$ cat config.mk
export PLATFORM = sky130hd
export DESIGN_NAME = ads_ram
export DESIGN_NICKNAME = d
export VERILOG_FILES = /design/src/sv/ads_ram.sv
export SDC_FILE = /design/constraint.sdc
export NUM_CORES = 2
export LEC_CHECK = 0
export BUFFER_PORTS_ARGS = -buffer_cell sky130_fd_sc_hd__buf_2
export CORE_AREA = 2 2 301 452
export CTS_BUF_LIST = sky130_fd_sc_hd__clkbuf_4
export DETAILED_ROUTE_END_ITERATION = 7
export DIE_AREA = 0 0 303 454
export GPL_ROUTABILITY_DRIVEN = 0
export PLACE_DENSITY = 0.83
export SETUP_SLACK_MARGIN = 0.2
export SLEW_MARGIN = 10
export SYNTH_ARGS = -nofsm -noshare
export SYNTH_HDL_FRONTEND = slang
export SYNTH_SLANG_ARGS = --single-unit
$ cat constraint.sdc
create_clock -name clk -period 3 [get_ports clk]
set_clock_uncertainty 0.1 [all_clocks]
set_input_delay 0.3 -clock clk [delete_from_list [all_inputs] [get_ports clk]]
set_output_delay 0.3 -clock clk [all_outputs]
set_load 0.02 [all_outputs]
$ cat src/sv/ads_ram.sv
// Generic single-write, single-read RAM with registered read data.
module ads_ram #(
  parameter int WIDTH = 8,
  parameter int DEPTH = 256
) (
  input  logic                     clk,
  input  logic                     wr_en,
  input  logic [$clog2(DEPTH)-1:0] wr_addr,
  input  logic [WIDTH-1:0]         wr_data,
  input  logic                     rd_en,
  input  logic [$clog2(DEPTH)-1:0] rd_addr,
  output logic [WIDTH-1:0]         rd_data
);

  logic [WIDTH-1:0] mem_r [DEPTH];
  logic [WIDTH-1:0] rd_data_r;

  always_ff @(posedge clk) begin
    if (wr_en) mem_r[wr_addr] <= wr_data;
    if (rd_en) rd_data_r <= mem_r[rd_addr];
  end

  assign rd_data = rd_data_r;

endmodule

### Word-level counts from Yosys, hierarchy flattened

Memory sizes are Yosys's and may differ from the RTL's. A register that Yosys moved wholly into a read port is not among the register bits.
Cells that the tools add are included.
W data, S select, Z words.

* magnitude comparators: 0
* reduce and logical (&&, ||, !) cells: 0
* div/mod/pow operators: 0
* equality and inequality tests: 0
* multiply operators: 0
* mux-type cells: 2
* bitwise logic cells: 0
* add/sub/neg operators: 0
* shifts and indexed selects: 0

Operator list (count)
* $mux W1: 2

* register bits after elaboration: 0
* word-level logic and storage cells: 3
* bits in writable memories: 2048
* memories: 1
* latch bits: 0
* bits in read-only memories: 0

Memory list
* mem_r: words 256, bits a word 8, rd ports 1, clocked after memory_dff 1, write ports 1, line 15 `logic [WIDTH-1:0] mem_r [DEPTH];`

### Longest topological paths before layout

* depth in word-level cells: 2
* depth in mapped cells: 11
* gate-level depth less buffers: 6

### Worst setup path before layout

Ideal clock, no wire load.

* kind: input-to-reg
* start: input rd_addr[0]
* end: register rd_data_r[2] (netlist: rd_data[2]) (read register of mem_r), data pin
* library setup time: 0.269 ns
* path buffers: 4
* arrival time: 2.107 ns
* slack: 0.524 ns
* cell stages on the path: 9
* data required time: 2.631 ns
* cells stage by stage: buf_6 -> buf_12 -> buf_8 -> buf_2 -> mux4_2 -> a22oi_1 -> a21oi_1 -> nor4_1 -> nor4_2

RTL lines
* from (decl): line 11 `input logic [$clog2(DEPTH)-1:0] rd_addr,`
* to (decl): line 16 `logic [WIDTH-1:0] rd_data_r;`

==> impl_metrics.ini <==
[timing]
fmax_mhz = 358
fin_setup_tns_ps = 0
setup_viol = 0
holdWs_ps = 54.9
tightest_slew_ps = 1240
fin_crit_sh_pct = 93.0
period_minus_slack_ps = 2790
relSlewSlack_pct = 16.8
final_hold_viol_count = 0
rsz0062_at_grt = false
slew_violations = 0

[clock_network]
cts-root-buf = clkbuf_4
cts-htree-levels = 5
cts_tree = yes
clock-sinks = 2056
cts.path.max_buffers = 4
clk_latency_ps = 1400
cts_post_setup_buffers_inserted = 0
clk_transition_reported_paths_ps = 90
numCtsBuffers = 436

[grt]
antenna_found_initial = 13
grt_max_degree = 109
grt_pass1_wl_um = 301000
grt_pass1_vias = 45400
track_usage_pct = 30.9
grt_overflow = 0

[logic_synthesis]
syn_area_per_cell_um2 = 21.3
yosys.area_share.simple_pct = 2.63
syn-num-nets = 3760
syn_area_mm2 = 0.0796
synth.area.top_cells = edfxtp_1, mux4_2, mux2i_1
synth_top_cell_area_share_pct = 77.5
synth_compound_area_share_pct = 3.42
synth-seq-cells = 2056
synth_warnings = 0
ys_seq_area_share_pct = 77.5
synth_top_family_by_area = multiplexers
ys.flop_type = edfxtp_1
synthArstFlopShare_pct = 0
synth_fa_ha_area_share_pct = 0
synth_xor_area_share_pct = 0
ys_types = 54
synth_cells = 3733
synthMuxAreaShare_pct = 14.6
yosysTopAreaCell = edfxtp_1
synth_edf_count = 2056

[critical_path]
cp_slowest_cell = mux4_2
critPathKind = flop to flop
required_ps = 3970
crit_cells = 7
path_cells = mux4_2 -> nor2b_1 -> a211oi_1 -> nor3_1 -> nor4_4 -> buf_4 -> nor4_2
path_delay_family = simple AND/OR/NAND/NOR gates
reg2reg_depth = 7
critPathMaxStageDelay_ps = 500
cp-start-kind = flop
path_max_fanout = 1
cp.arrival_ps = 3770
critPathBufInv = 1
critPathCaptureType = flop
r2r-start = mem_r[101][2]
crit_path_start = mem_r[101][2]

[status]
status = finished, violations left
violations = design-rule violations

[layout]
drive_above_1_share_pct = 34.9
layout_common_cells = edfxtp_1, clkbuf_4, buf_4
fin_nets = 4583
final_common_cell = edfxtp_1
layout.cells.non_filler = 6602
area_growth_pct = 14.3

[die]
rows = 165
die_h_um = 454
die-area_mm2 = 0.138
start_util_pct = 59.4
core_area_mm2 = 0.134
die_w_um = 303
ios = 35

[pwr]
ir_drop_mv = 0.426
p_total_mw = 54.6
power_per_cell_area_mw_per_mm2 = 600
p_leak_nw = 29.7

[run]
drv_cap = 0

[worst_hold_path]
hold_path_depth = 2
min_path_type = primary input to flop
hold_start = wr_data[5]

[place]
place_inst = 5828
port_buffers = 34
dp_hpwl_um = 132000

[drt]
viasPerCell = 6.69
drc = 49
firstDrtPassIters = 8
via_count = 44200
antenna_left = 0
totalWireLength_um = 209000
wl_per_cell_um = 31.7
drt_iter0_markers = 6575
[final timing paths]
check	slack, ps	to
worst max-delay path	210	rd_data[2]
worst min-delay path	50	mem_r[127][5]
worst max register to register	210	rd_data[2]
worst min register to register	1050	rd_data[5]
[metrics by stage]
stage | util (%) | cell area [um2] | setup slack, ps
after CTS | 67.9 | 90900 | 178
after global placement | 63.7 | 85400 | -801
after floorplan | - | 79600 | 524
after detailed placement | 63.7 | 85400 | -884
final | 67.9 | 91000 | 209
after global routing | 67.9 | 91000 | 231
[cell type report]
class,instances,area [um2]
timing repair buffer,618,5440
sequential,2056,61700
multi-input combinational,1442,16600
tap,1753,2190
antenna,12,30.0
clock buffer,591,4440
inverter,2,7.51
fill,7528,43000
clock inverter,128,601
[report_power, final]
part,total [mW],switching (mW),internal (mW)
clock network,19.7,10.3,9.34
logic,3.27,2.02,1.24
registers,31.7,0.0369,31.6
[cell usage after synthesis, types with 2 or more instances]
| master | n |
|---|---|
| clkbuf_1 | 111 |
| o211ai_1 | 10 |
| a311oi_1 | 2 |
| a2111oi_0 | 2 |
| o21ai_1 | 2 |
| a22o_1 | 8 |
| mux4_2 | 454 |
| nand2_1 | 33 |
| nor4_2 | 3 |
| a2111oi_1 | 2 |
| o221ai_1 | 46 |
| buf_2 | 31 |
| nand3b_1 | 2 |
| mux4_1 | 2 |
| a31oi_1 | 2 |
| o21ai_0 | 10 |
| a21oi_1 | 96 |
| nor2b_1 | 31 |
| nor4_1 | 24 |
| o22ai_1 | 28 |
| nand2b_1 | 8 |
| and3b_1 | 2 |
| or2_2 | 4 |
| o32ai_1 | 4 |
| nor2_1 | 282 |
| a22oi_1 | 133 |
| edfxtp_1 | 2056 |
| a211oi_1 | 16 |
| buf_12 | 8 |
| buf_8 | 13 |
| buf_1 | 22 |
| a221oi_1 | 13 |
| nand3_1 | 34 |
| buf_6 | 21 |
| o22a_1 | 5 |
| and2_1 | 6 |
| mux2i_1 | 134 |
| nand4_1 | 10 |
| nor3_1 | 22 |
| buf_4 | 27 |
[layer usage]
metal | track usage, % | vias up | wire length, um
li1 | - | 17600 | -
met1 | 35.4 | 22200 | 63800
met2 | 51.0 | 3599 | 105000
met3 | 8.05 | 826 | 24100
met4 | 20.9 | 10 | 16300
met5 | 0 | - | 60
[kinds of logic (layout without fill, tap and decap cells)]
family	after synthesis	after routing
other cells	0	12
buf+inv	235	1339
simple gates	466	466
compound gates	385	385
flops	2056	2056
mux	591	591
[worst reg2reg max path, cell delays in order, from the launching register on]
cell and delay (ps):
edfxtp_1 400, mux4_2 500, nor2b_1 210, a211oi_1 310, nor3_1 190, nor4_4 480
buf_4 240, nor4_2 60
[registers in the layout (all words and copies together) (netlist names)]
name	cells
rd_data	8
mem_r	2048
[repair_timing]
item	4_1_cts	5_1_grt
hold buffers	44	0
setup endpoints to repair	5	9
cloned	0	0
endpoints found under the hold margin	3946	0
resized for setup	6	7
No activity file was read; power rests on OpenSTA's default activity.
