<file path="src/sv/ads_pkg.sv">
// Shared constants, widths and types of the area-downscale ditherer.
package ads_pkg;

  localparam int SOURCE_WIDTH_DEF   = 320;
  localparam int SOURCE_HEIGHT_DEF  = 200;
  localparam int DEST_MAX_WIDTH_DEF = 128;
  localparam int DEST_HEIGHT_DEF    = 64;

  localparam int SUM_W  = 12;
  localparam int CNT_W  = 5;
  localparam int ERR_W  = 11;
  localparam int LUMA_W = 8;
  localparam int CFG_W  = 8;

  localparam logic [SUM_W-1:0] SUM_MAX = '1;
  localparam logic [CNT_W-1:0] CNT_MAX = '1;
  localparam logic [CFG_W-1:0] DEST_WIDTH_RST = 8'd102;

  localparam logic [7:0] LUMA_R_COEF = 8'd77;
  localparam logic [7:0] LUMA_G_COEF = 8'd150;
  localparam logic [7:0] LUMA_B_COEF = 8'd29;

  // divider request: start pulse with operands
  typedef struct packed {
    logic             start;
    logic [SUM_W-1:0] dividend;
    logic [CNT_W-1:0] divisor;
  } div_req_t;

endpackage

</file>
<file path="src/sv/ads_div.sv">
// Restoring divider, one quotient bit per cycle, for band averages.
module ads_div (
  input  logic                    clk,
  input  logic                    rst_n,
  input  ads_pkg::div_req_t       req,
  output logic                    done,
  output logic [ads_pkg::SUM_W-1:0] quotient
);

  localparam int SW = ads_pkg::SUM_W;
  localparam int CW = ads_pkg::CNT_W;
  localparam int KW = $clog2(SW + 1);

  logic [SW-1:0] q_r, q_nxt;
  logic [CW-1:0] rem_r, rem_nxt;
  logic [CW-1:0] dvs_r, dvs_nxt;
  logic [KW-1:0] cnt_r, cnt_nxt;
  logic          done_r, done_nxt;
  logic [CW:0]   trial;

  always_comb begin
    q_nxt    = q_r;
    rem_nxt  = rem_r;
    dvs_nxt  = dvs_r;
    cnt_nxt  = cnt_r;
    done_nxt = 1'b0;
    trial    = {rem_r, q_r[SW-1]};
    if (req.start) begin
      q_nxt   = req.dividend;
      rem_nxt = '0;
      dvs_nxt = req.divisor;
      cnt_nxt = KW'(SW);
    end else if (cnt_r != '0) begin
      if (trial >= {1'b0, dvs_r}) begin
        rem_nxt = CW'(trial - {1'b0, dvs_r});
        q_nxt   = {q_r[SW-2:0], 1'b1};
      end else begin
        rem_nxt = trial[CW-1:0];
        q_nxt   = {q_r[SW-2:0], 1'b0};
      end
      cnt_nxt = cnt_r - 1'b1;
      done_nxt = (cnt_r == KW'(1));
    end
  end

  always_ff @(posedge clk) begin
    if (!rst_n) begin
      cnt_r  <= '0;
      done_r <= 1'b0;
    end else begin
      cnt_r  <= cnt_nxt;
      done_r <= done_nxt;
    end
    q_r   <= q_nxt;
    rem_r <= rem_nxt;
    dvs_r <= dvs_nxt;
  end

  assign done     = done_r;
  assign quotient = q_r;

  // a fresh request only arrives while idle
  a_start_idle: assert property (@(posedge clk) disable iff (!rst_n)
    req.start |-> cnt_r == '0) else $error("divider restarted while busy");
  a_done_once: assert property (@(posedge clk) disable iff (!rst_n)
    done |=> !done) else $error("divider done held");

endmodule

</file>
<file path="config.mk">
export PLATFORM = sky130hd
export DESIGN_NAME = ads_div
export DESIGN_NICKNAME = d
export VERILOG_FILES = /design/src/sv/ads_pkg.sv /design/src/sv/ads_div.sv
export SDC_FILE = /design/constraint.sdc
export NUM_CORES = 1
export LEC_CHECK = 0
export ABC_CLOCK_PERIOD_IN_PS = 4840
export BUFFER_PORTS_ARGS = -buffer_cell sky130_fd_sc_hd__clkbuf_2
export CELL_PAD_IN_SITES_DETAIL_PLACEMENT = 2
export CELL_PAD_IN_SITES_GLOBAL_PLACEMENT = 2
export CORE_MARGIN = 4
export CORE_UTILIZATION = 37
export DETAILED_ROUTE_END_ITERATION = 10
export GPL_TIMING_DRIVEN = 1
export PLACE_DENSITY_LB_ADDON = 0.12
export SYNTH_ARGS = -nofsm -noshare
export SYNTH_HDL_FRONTEND = slang
export SYNTH_SLANG_ARGS = --single-unit
</file>
<file path="constraint.sdc">
create_clock -name clk -period 4.84 [get_ports clk]
set_clock_uncertainty 0.1 [all_clocks]
set_input_delay 0.968 -clock clk [delete_from_list [all_inputs] [get_ports clk]]
set_output_delay 0.968 -clock clk [all_outputs]
set_load 0.1 [all_outputs]
</file>
* After elaboration in Yosys (flattened, before gate mapping)
Cells that the tools add are included.
W data, S select, Z words.
** Storage, ports and cells
- Flip-flop bits (word level) :: 27
- Latch bits :: 0
- Bits in writable memories :: 0
- ROM bits :: 0
- Bits of input ports :: 20
- Output and inout bits :: 13
- Logic and storage cells :: 22
- Memories kept :: 0
** Operators by class
- Add/subtract/negate cells :: 2
- $mul :: 0
- Div/mod/pow operators :: 0
- $lt $le $gt $ge :: 1
- Equal/unequal tests :: 1
- Shift-type cells :: 0
- Mux-type cells :: 6
- Bitwise gates (word level) :: 2
- Reduce and logical (&&, ||, !) cells :: 4
** Operators by type and width (count)
- $mux W12 :: 2
- $mux W4 :: 2
- $ge A6 B5 Y1 :: 1
- $mux W5 :: 1
- $sub A5 B5 Y5 :: 1
- $eq A4 B1 Y1 const B :: 1
- $reduce_bool A4 Y1 :: 1
- $sub A4 B1 Y4 const B :: 1
- $reduce_or A3 Y1 :: 1
- $not A1 Y1 :: 2
- $reduce_bool A2 Y1 :: 1
- $reduce_or A2 Y1 :: 1
- $mux W1 :: 1

* Logic depth before layout (Yosys ltp)
Gate-level depths: netlist of run 1.
- Depth in word-level cells :: 4
- Depth in mapped cells :: 8
- Gate-level depth less buffers :: 8

* Worst setup path before layout of run 1
Ideal clock, no wire load.
- Path kind :: reg-to-reg
- Start point :: register q_r[11] (netlist: quotient[11])
- End point :: register q_r[0] (netlist: quotient[0]) (data pin)
- Setup time :: 0.260 ns
- Data arrival time :: 2.314 ns
- Data required time :: 4.480 ns
- Setup slack :: 2.166 ns
- Stages on the path, launching flop included :: 9
- Path buffers :: 0
- Period minus slack after synthesis :: 2.674 ns
- Cells stage by stage :: edfxtp_1 -> inv_1 -> ha_1 -> inv_1 -> fa_1 -> a211oi_1 -> or2_2 -> nand2_1 -> mux2_2
** On the way
- Longest elaborated chain between the ends :: 4
** Ends and longest elaborated chain
- start, declared :: line ads_div.sv:14 : logic [SW-1:0] q_r, q_nxt;
- start signal, assigned :: line ads_div.sv:54 : q_r <= q_nxt;
- $ge A6 B5 Y1 :: line ads_div.sv:34 : if (trial >= {1'b0, dvs_r}) begin
- $mux W1 :: line ads_div.sv:34
- $mux W12 :: line ads_div.sv:33 : end else if (cnt_r != '0) begin
- $mux W12 :: line ads_div.sv:28 : if (req.start) begin
- named net q_nxt[0] :: line ads_div.sv:14
The timed path passes the listed nets, and every way through them passes these cells. The select of a mux whose other input is x is not followed.
A chain may end at the register's enable or synchronous reset.

* Final worst setup path of run 1
Same ends and word-level chain as after synthesis.

==> flow_summary.ini, run 1 <==
[run_status]
status = complete, no violations

[setup_path]
crit_top_cell = inv_1
slowest_delay_ps = 430
critPathTopFamily = adder cells
cp-start-kind = register
crit_path_top_delay_cell = edfxtp_1
worstPathCellList = inv_1 > ha_1 > inv_1 > fa_1 > a211oi_1 > or2_2 > nand2_1 > mux2_2
criticalPathCategory = reg -> reg
regToRegEndpoint = quotient[0]$_DFFE_PP_
crit_fanout = 3
critical_path_buf_inv_count = 2
setup.worst_path.end_class = register
reg2reg_slack_ps = 2430
cp_num_cells = 8
crit_required_ps = 4760
arrival_ps = 2330
rr_startpoint = quotient[11]$_DFFE_PP_
rr_worst_depth = 8

[cts]
ctsHoldBuffers = 0
cts_resized = 0
cts_num_sinks = 27
ctsLongestPathBuffers = 2
clkSlewWorstSetupHoldPaths_ps = 90
cts_setup_buffers = 0
ctsRootBufferMaster = clkbuf_8
cts_buffers = 3
cts_tree = done
htree_num_levels = 1
clk_latency_ps = 270

[worst_hold_path]
whs_path_depth = 2
min_path_type = reg -> reg
min_from = cnt_r[1]$_SDFFE_PP0N_
whs_endpoint = cnt_r[1]$_SDFFE_PP0N_

[global_route]
antenna_found_initial = 0
grt_first_pass_wirelength_mm = 5.48
grt_max_degree = 29
grt_util_met2_pct = 25.4
grt_pass1_vias = 1121
busiest_layer = met2
grt_util_all_layers_pct = 14.1
grt_use_met1_pct = 16.9
overflow = 0
grtUsageMet3_pct = 2.33

[sta]
slew_headroom_pct = 59.2
hold_violations = 0
report.final.setup_viol = 0
worst_pin_slew_ps = 611
max_clock_freq_mhz = 415
finalMaxSlewViolations = 0
fin_crit_ps = 2410
grt_setup_unrepaired = no
fin_crit_sh_pct = 49.8
tns_ps = 0

[routing]
drc = 0
drt-total-wl_mm = 3.18
drtPass1Iterations = 5
wl_per_cell_um = 16.6
vias = 995
vias_per_cell = 5.21
drt_iter0_drc = 19
detail-route-antenna-nets = 0

[pwr]
powerDensity_nw_per_um2 = 492
total_power_uw = 801
p_clk_share_pct = 15.6
pwr-share-seq_pct = 39.8
p_leak_uw = 0.000692
p_int_uw = 450
worst_ir_drop_vdd_mv = 0.207
p_comb_share_pct = 44.7
p_sw_uw = 351
switching_share_pct = 43.8

[place]
dpl.hpwl_mm = 2.52
gp_congestion = 0.832
port_buffers = 32

[logic_synthesis]
synth_seq_cells = 27
yosys.area.top_type = edfxtp_1
synth_cell_type_count = 37
ys_warn_count = 0
syn_area_sq_um = 1380
seq_area_frac_synth_pct = 51.5
async_flop_share_pct = 0
synthTopCellsByArea = edfxtp_1 37%, dfxtp_1 15%, mux2_2 11%
avgSynthCellArea_sq_um = 12.3
synth_nets = 140
synth_edf_count = 17
synthMostInstantiatedCell = edfxtp_1
synth-main-ff-cell = edfxtp_1
synthCells = 112
ys_top_cells_by_count = 17 x edfxtp_1, 13 x mux2_2, 10 x dfxtp_1
synth_top_area_share_pct = 37.0

[layout]
utilization_pct = 46.9
nNetsFinal = 174
area_growth_pct = 18.1
antenna_cells = 0
layout-drive-gt1-share_pct = 38.6

[floorplan]
die_w_um = 69.0
die_h_um = 69.0
core.rowCount = 21
io_pins = 33
initial_utilization_pct = 39.8
die-area_sq_um = 4770
core_sq_um = 3470

[run]
maxCapViolCount = 0
[cell type report]
type                    instances  area (sq um)
repair buffers                 32           160
multi-input cells              74           624
flip-flops and latches         27           711
clock buffers                   4          45.0
fillers                       377          1840
inverters                       8          30.0
well taps                      46          57.6
[per-layer routing]
layer  share of wire, %  routed length (um)  up-vias
met3                3.6                 114        2
li1                   -                   -      487
met5                  0                   0        -
met4               0.72                  23        0
met1                 43                1380      492
met2                 52                1660       14
[how the worst max path moves through the flow]
stage / startpoint / endpoint / slack, ps
after floorplan: quotient[11]$_DFFE_PP_ / quotient[0]$_DFFE_PP_ / 2170
after global placement: req[17] / rem_r[4]$_SDFFE_PP0N_ / 2330
after detailed placement: req[17] / rem_r[4]$_SDFFE_PP0N_ / 2260
after CTS: quotient[11]$_DFFE_PP_ / quotient[0]$_DFFE_PP_ / 2420
after global routing: quotient[11]$_DFFE_PP_ / quotient[0]$_DFFE_PP_ / 2300
final: quotient[11]$_DFFE_PP_ / quotient[0]$_DFFE_PP_ / 2430
[power groups by stage]
stage / clock [uW] / sequential, uW / combinational, uW
after CTS: 129 / 319 / 363
final: 125 / 319 / 358
after global placement: 0 / 321 / 350
after detailed placement: 0 / 324 / 360
after floorplan: 0 / 458 / 150
after global routing: 139 / 325 / 387
[sequential cells by signal, indices dropped and copies added, names as in the netlist]
signal,cells
quotient,12
rem_r,5
dvs_r,5
done,1
cnt_r,4
[cell usage in the layout, fill, tap and decap left out, drive strengths merged, types with 2 or more instances in the layout]
cell and n:
clkbuf 36, edfxtp 17, mux2 13, dfxtp 10
nor2 9, inv 8, ha 7, o21ai 4
nand2b 3, a211oi 3, o211ai 3, o21a 3
nand2 2, nand3 2, a311oi 2, nor3 2
nand3b 2, xnor2 2, a21o 2
[cell families after synthesis]
family / count (synthesis) / synth area share [%]
buffers and inverters: 11 / 3.18
adder cells (fa/ha/maj): 8 / 7.80
AND/OR/NAND/NOR: 28 / 12.3
multiplexers: 14 / 11.3
flip-flops: 27 / 51.5
AO/OA/AOI/OAI: 22 / 12.6
XOR/XNOR: 2 / 1.27
[through the flow]
stage          hold slack [ps]  instances  setup slack, ps  area [sq um]
3_5_place_dp               420        187             2260          1580
2_1_floorplan              364        112             2170          1380
4_1_cts                    441        191             2420          1630
5_1_grt                    459        191             2300          1630
3_3_place_gp               410        187             2330          1580
6_report                   435        191             2430          1630
[worst min-delay path, delay by kind of cell, from the launching register on]
family	cells	cell delay (ps)
simple gates	1	110
compound gates	1	50
flops	1	340
No activity file was read; power rests on OpenSTA's default activity.
==> run 2: changes to the inputs <==
ABC_CLOCK_PERIOD_IN_PS = 2200   (was 4840)
CORE_UTILIZATION = 31   (was 37)
clock period = 2.2 ns   (was 4.84 ns; I/O delays follow)
==> flow_summary.ini, run 2 (same netlist as run 1, synthesis figures left out) <==
[sta]
slew_headroom_pct = 53.9
setup_slack_ps = -43.4
tns_ps = -73.8
worst_pin_slew_ps = 691
fin_crit_sh_pct = 102
finalMaxSlewViolations = 0
grt_setup_unrepaired = yes
fin_crit_ps = 2240
max_clock_freq_mhz = 446
holdWs_ps = 231
report.final.setup_viol = 3
hold_violations = 0

[setup_path]
criticalPathCategory = reg -> reg
crit_path_top_delay_cell = edfxtp_1
crit_fanout = 3
slowest_delay_ps = 400
arrival_ps = 2180
cp_num_cells = 8
setup.worst_path.end_class = register
cp-start-kind = register
critPathTopFamily = adder cells
crit_required_ps = 2140
worstPathCellList = inv_1 > ha_2 > inv_2 > fa_2 > a211oi_4 > or2_4 > nand2_4 > mux2_2
critical_path_buf_inv_count = 2
rr_worst_depth = 8

[cts]
clk_latency_ps = 280
ctsHoldBuffers = 0
cts_tree = done
ctsRootBufferMaster = clkbuf_8
clkSlewWorstSetupHoldPaths_ps = 100
ctsLongestPathBuffers = 2
htree_num_levels = 1
cts_buffers = 3
cts_num_sinks = 27

[layout]
final_common_cell = clkbuf_2
final_cell_mix = 32 x clkbuf_2, 17 x edfxtp_1, 13 x mux2_2, 10 x dfxtp_1, 8 x nor2_1
nNetsFinal = 181
layout-drive-gt1-share_pct = 49.3
largest_reg_flops = 12
area_growth_pct = 27.9
antenna_cells = 0

[floorplan]
die_w_um = 74.7
core.rowCount = 23
io_pins = 33
die_h_um = 74.7
initial_utilization_pct = 33.3
die-area_sq_um = 5580
core_sq_um = 4140

[routing]
wl_per_cell_um = 19.5
drt_iter0_drc = 67
drt-total-wl_mm = 3.94
drtPass1Iterations = 4
detail-route-antenna-nets = 0
vias_per_cell = 5.19
vias = 1048
drc = 0

[worst_hold_path]
whs_path_depth = 1
min_path_type = in -> reg

[pwr]
switching_share_pct = 45.1
p_int_uw = 1060
powerDensity_nw_per_um2 = 1090
p_comb_share_pct = 48.6
pwr-share-seq_pct = 36.4
p_clk_share_pct = 15.0
p_sw_uw = 870
p_leak_uw = 0.000739
worst_ir_drop_vdd_mv = 0.796

[run]
maxCapViolCount = 0

[place]
port_buffers = 32
dpl.hpwl_mm = 2.79
gp_congestion = 0.743

[global_route]
grt_pass1_vias = 1175
grt_first_pass_wirelength_mm = 6.28
grt_util_all_layers_pct = 15.2
grt_max_degree = 29
antenna_found_initial = 0
overflow = 0

[run_status]
status = complete, but fails checks
failed_checks = setup timing
run 2: metrics by stage:
step                      instances  power, uW  worst slack [ps]  cell area, sq um  util [%]
after floorplan                 112       1360              -375              1400         -
after global placement          194       1510              74.8              1630      39.3
after detailed placement        194       1540             -57.0              1630      39.3
after CTS                       201       1920             -17.5              1740      42.0
after global routing            202       2040              -124              1760      42.6
final                           202       1930             -43.4              1760      42.6
run 2: final cells by class:
cell class	count	area (sq um)
inverters	8	30.0
repair buffers	39	216
fillers	443	2380
well taps	50	62.6
multi-input cells	74	698
flip-flops and latches	27	711
clock inverters	1	5.00
clock buffers	3	41.3
run 2: final timing paths:
path / end / slack, ps / from
min reg2reg: cnt_r[1]$_SDFFE_PP0N_ / 430 / cnt_r[1]$_SDFFE_PP0N_
max: quotient[0]$_DFFE_PP_ / -40 / quotient[11]$_DFFE_PP_
min: dvs_r[3]$_DFFE_PP_ / 230 / req[3]
max reg2reg: quotient[0]$_DFFE_PP_ / -40 / quotient[11]$_DFFE_PP_
run 2: worst reg2reg max path, stage by stage, from the launching register on:
cell and delay (ps):
edfxtp_1 400, inv_1 90, ha_2 180, inv_2 40, fa_2 380, a211oi_4 310
or2_4 200, nand2_4 50, mux2_2 260
run 2: power groups by stage:
stage / clock network [uW] / registers, uW / logic, uW
floorplan: 0 / 1010 / 352
global placement: 0 / 705 / 808
detailed placement: 0 / 710 / 835
CTS: 307 / 700 / 916
global route: 332 / 714 / 996
finish: 290 / 701 / 935
run 2: what timing repair did:
item,CTS,global route
buffers inserted,3,1
endpoints found under the setup margin,4,5
pin swaps,6,8
gates resized for setup,10,3
run 2: layer usage:
| layer | global-route usage (%) | vias to the layer above | wire length, um |
|---|---|---|---|
| li1 | - | 499 | - |
| met1 | 18.1 | 523 | 1660 |
| met2 | 28.1 | 22 | 2120 |
| met3 | 3.34 | 4 | 136 |
| met4 | 2.96 | 0 | 29 |
| met5 | 0 | - | 0 |
==> run 3: changes to the inputs <==
ABC_AREA = 1   (was default)
CORE_UTILIZATION = 27   (was 31)
==> flow_summary.ini, run 3 <==
[layout]
final_common_cell = nand2_1
multiInputGateArea_sq_um = 588
regArea_sq_um = 711
layout-drive-gt1-share_pct = 26.7
largest_reg_flops = 12
antenna_cells = 0
nNetsFinal = 224
area_growth_pct = 21.8
final_cell_mix = 55 x nand2_1, 32 x clkbuf_2, 17 x edfxtp_1, 13 x inv_1, 12 x nor2_1
fillers = 587

[cts]
ctsLongestPathBuffers = 2
htree_num_levels = 1
clkSlewWorstSetupHoldPaths_ps = 100
cts_resized = 0
cts_tree = done
cts_setup_buffers = 0
cts_num_sinks = 27
ctsRootBufferMaster = clkbuf_8
ctsHoldBuffers = 0
clk_latency_ps = 280
cts_buffers = 3

[logic_synthesis]
ys_top_cells_by_count = 55 x nand2_1, 17 x edfxtp_1, 14 x inv_1
synth_cell_type_count = 24
synth_edf_count = 17
synth_seq_cells = 27
synth_top_area_share_pct = 37.1
avgSynthCellArea_sq_um = 8.61
yosys.area.top_type = edfxtp_1
synthTopCellsByArea = edfxtp_1 37%, nand2_1 15%, dfxtp_1 15%
seq_area_frac_synth_pct = 51.6
synth_nets = 188
synth-main-ff-cell = edfxtp_1
syn_area_sq_um = 1380
ys_warn_count = 0
synthCells = 160
synthMostInstantiatedCell = nand2_1
async_flop_share_pct = 0

[global_route]
overflow = 0
grt_max_degree = 22
grt_pass1_vias = 1314
grt_util_all_layers_pct = 12.6
antenna_found_initial = 0
grt_first_pass_wirelength_mm = 6.14

[pwr]
worst_ir_drop_vdd_mv = 0.450
powerDensity_nw_per_um2 = 1140
p_int_uw = 1010
p_sw_uw = 910
total_power_uw = 1920
switching_share_pct = 47.5
p_comb_share_pct = 47.1
p_leak_uw = 0.000818
pwr-share-seq_pct = 37.2
p_clk_share_pct = 15.7

[routing]
detail-route-antenna-nets = 0
drtPass1Iterations = 4
drt-total-wl_mm = 3.60
vias_per_cell = 4.45
drt_iter0_drc = 39
vias = 1166
wl_per_cell_um = 13.7
drc = 0

[floorplan]
core.rowCount = 25
die-area_sq_um = 6310
initial_utilization_pct = 28.6
die_w_um = 79.4
io_pins = 33
core_sq_um = 4820
die_h_um = 79.4

[sta]
finalMaxSlewViolations = 0
worst_pin_slew_ps = 601
setup_slack_ps = 339
grt_setup_unrepaired = no
slew_headroom_pct = 59.9
fin_crit_ps = 1860
holdWs_ps = 233
report.final.setup_viol = 0
fin_crit_sh_pct = 84.6
hold_violations = 0
max_clock_freq_mhz = 537

[run]
maxCapViolCount = 0

[place]
port_buffers = 32
gp_congestion = 0.794
place_ws_ps = 318
dpl.hpwl_mm = 2.86

[run_status]
status = complete, no violations

[setup_path]
criticalPathCategory = reg -> reg
reg2reg_slack_ps = 340
crit_fanout = 8
cp-start-kind = register
crit_required_ps = 2140
setup.worst_path.end_class = register
arrival_ps = 1800

[worst_hold_path]
min_path_type = in -> reg
[run 3: power by group through the flow]
stage               sequential (uW)  clock [uW]  combinational [uW]
floorplan                      1020           0                 431
global placement                726           0                 897
detailed placement              729           0                 918
CTS                             718         312                 921
global route                    731         329                 998
finish                          714         301                 903
[run 3: per-stage QoR]
| stage | util [%] | cell area [sq um] | instances | TNS [ps] |
|---|---|---|---|---|
| after CTS | 34.8 | 1680 | 262 | 0 |
| after global routing | 34.8 | 1680 | 262 | 0 |
| after floorplan | - | 1390 | 160 | -110 |
| final | 34.8 | 1680 | 262 | 0 |
| after detailed placement | 33.8 | 1630 | 258 | 0 |
| after global placement | 33.8 | 1630 | 258 | 0 |
[run 3: cells by family (layout without fill, tap and decap cells)]
kind of cell / after synthesis / count (layout) / synth area share [%]
AND/OR/NAND/NOR: 87 / 87 / 27.7
flip-flops: 27 / 27 / 51.6
XOR/XNOR: 1 / 1 / 0.636
AO/OA/AOI/OAI: 15 / 15 / 5.99
buffers and inverters: 22 / 57 / 6.27
adder cells (fa/ha/maj): 8 / 8 / 7.81
[run 3: per-layer routing]
layer  share of wire (%)  track usage [%]  wire length, um
met1                  45             15.6             1610
met2                  51             22.0             1840
met3                 2.7             2.26               97
met4                 1.5             4.12               54
met5                   0                0                0
[run 3: path summary, 6_finish.rpt]
check                              start  depth (start not counted)               endpoint
setup / recovery  quotient[11]$_DFFE_PP_                         10  quotient[0]$_DFFE_PP_
hold reg to reg    rem_r[4]$_SDFFE_PP0N_                          2  rem_r[4]$_SDFFE_PP0N_
hold / removal                    req[4]                          1     dvs_r[4]$_DFFE_PP_
setup reg to reg  quotient[11]$_DFFE_PP_                         10  quotient[0]$_DFFE_PP_
[run 3: area by class of cell]
class | instances | share of cell area (%)
inverter | 19 | 4.25
clock inverter | 1 | 0.447
tap | 67 | 5.00
timing repair buffer | 34 | 10.4
sequential | 27 | 42.4
clock buffer | 3 | 2.46
multi-input combinational | 111 | 35.0
[run 3: worst max-delay path: stages (launching register included)]
cell and delay [ps]:
edfxtp_1 420, inv_1 80, ha_2 170, inv_2 40, fa_2 340, nand2_1 80, nand2_2 80, nand3_4 110
inv_2 40, nor2_2 90, o21ai_1 70
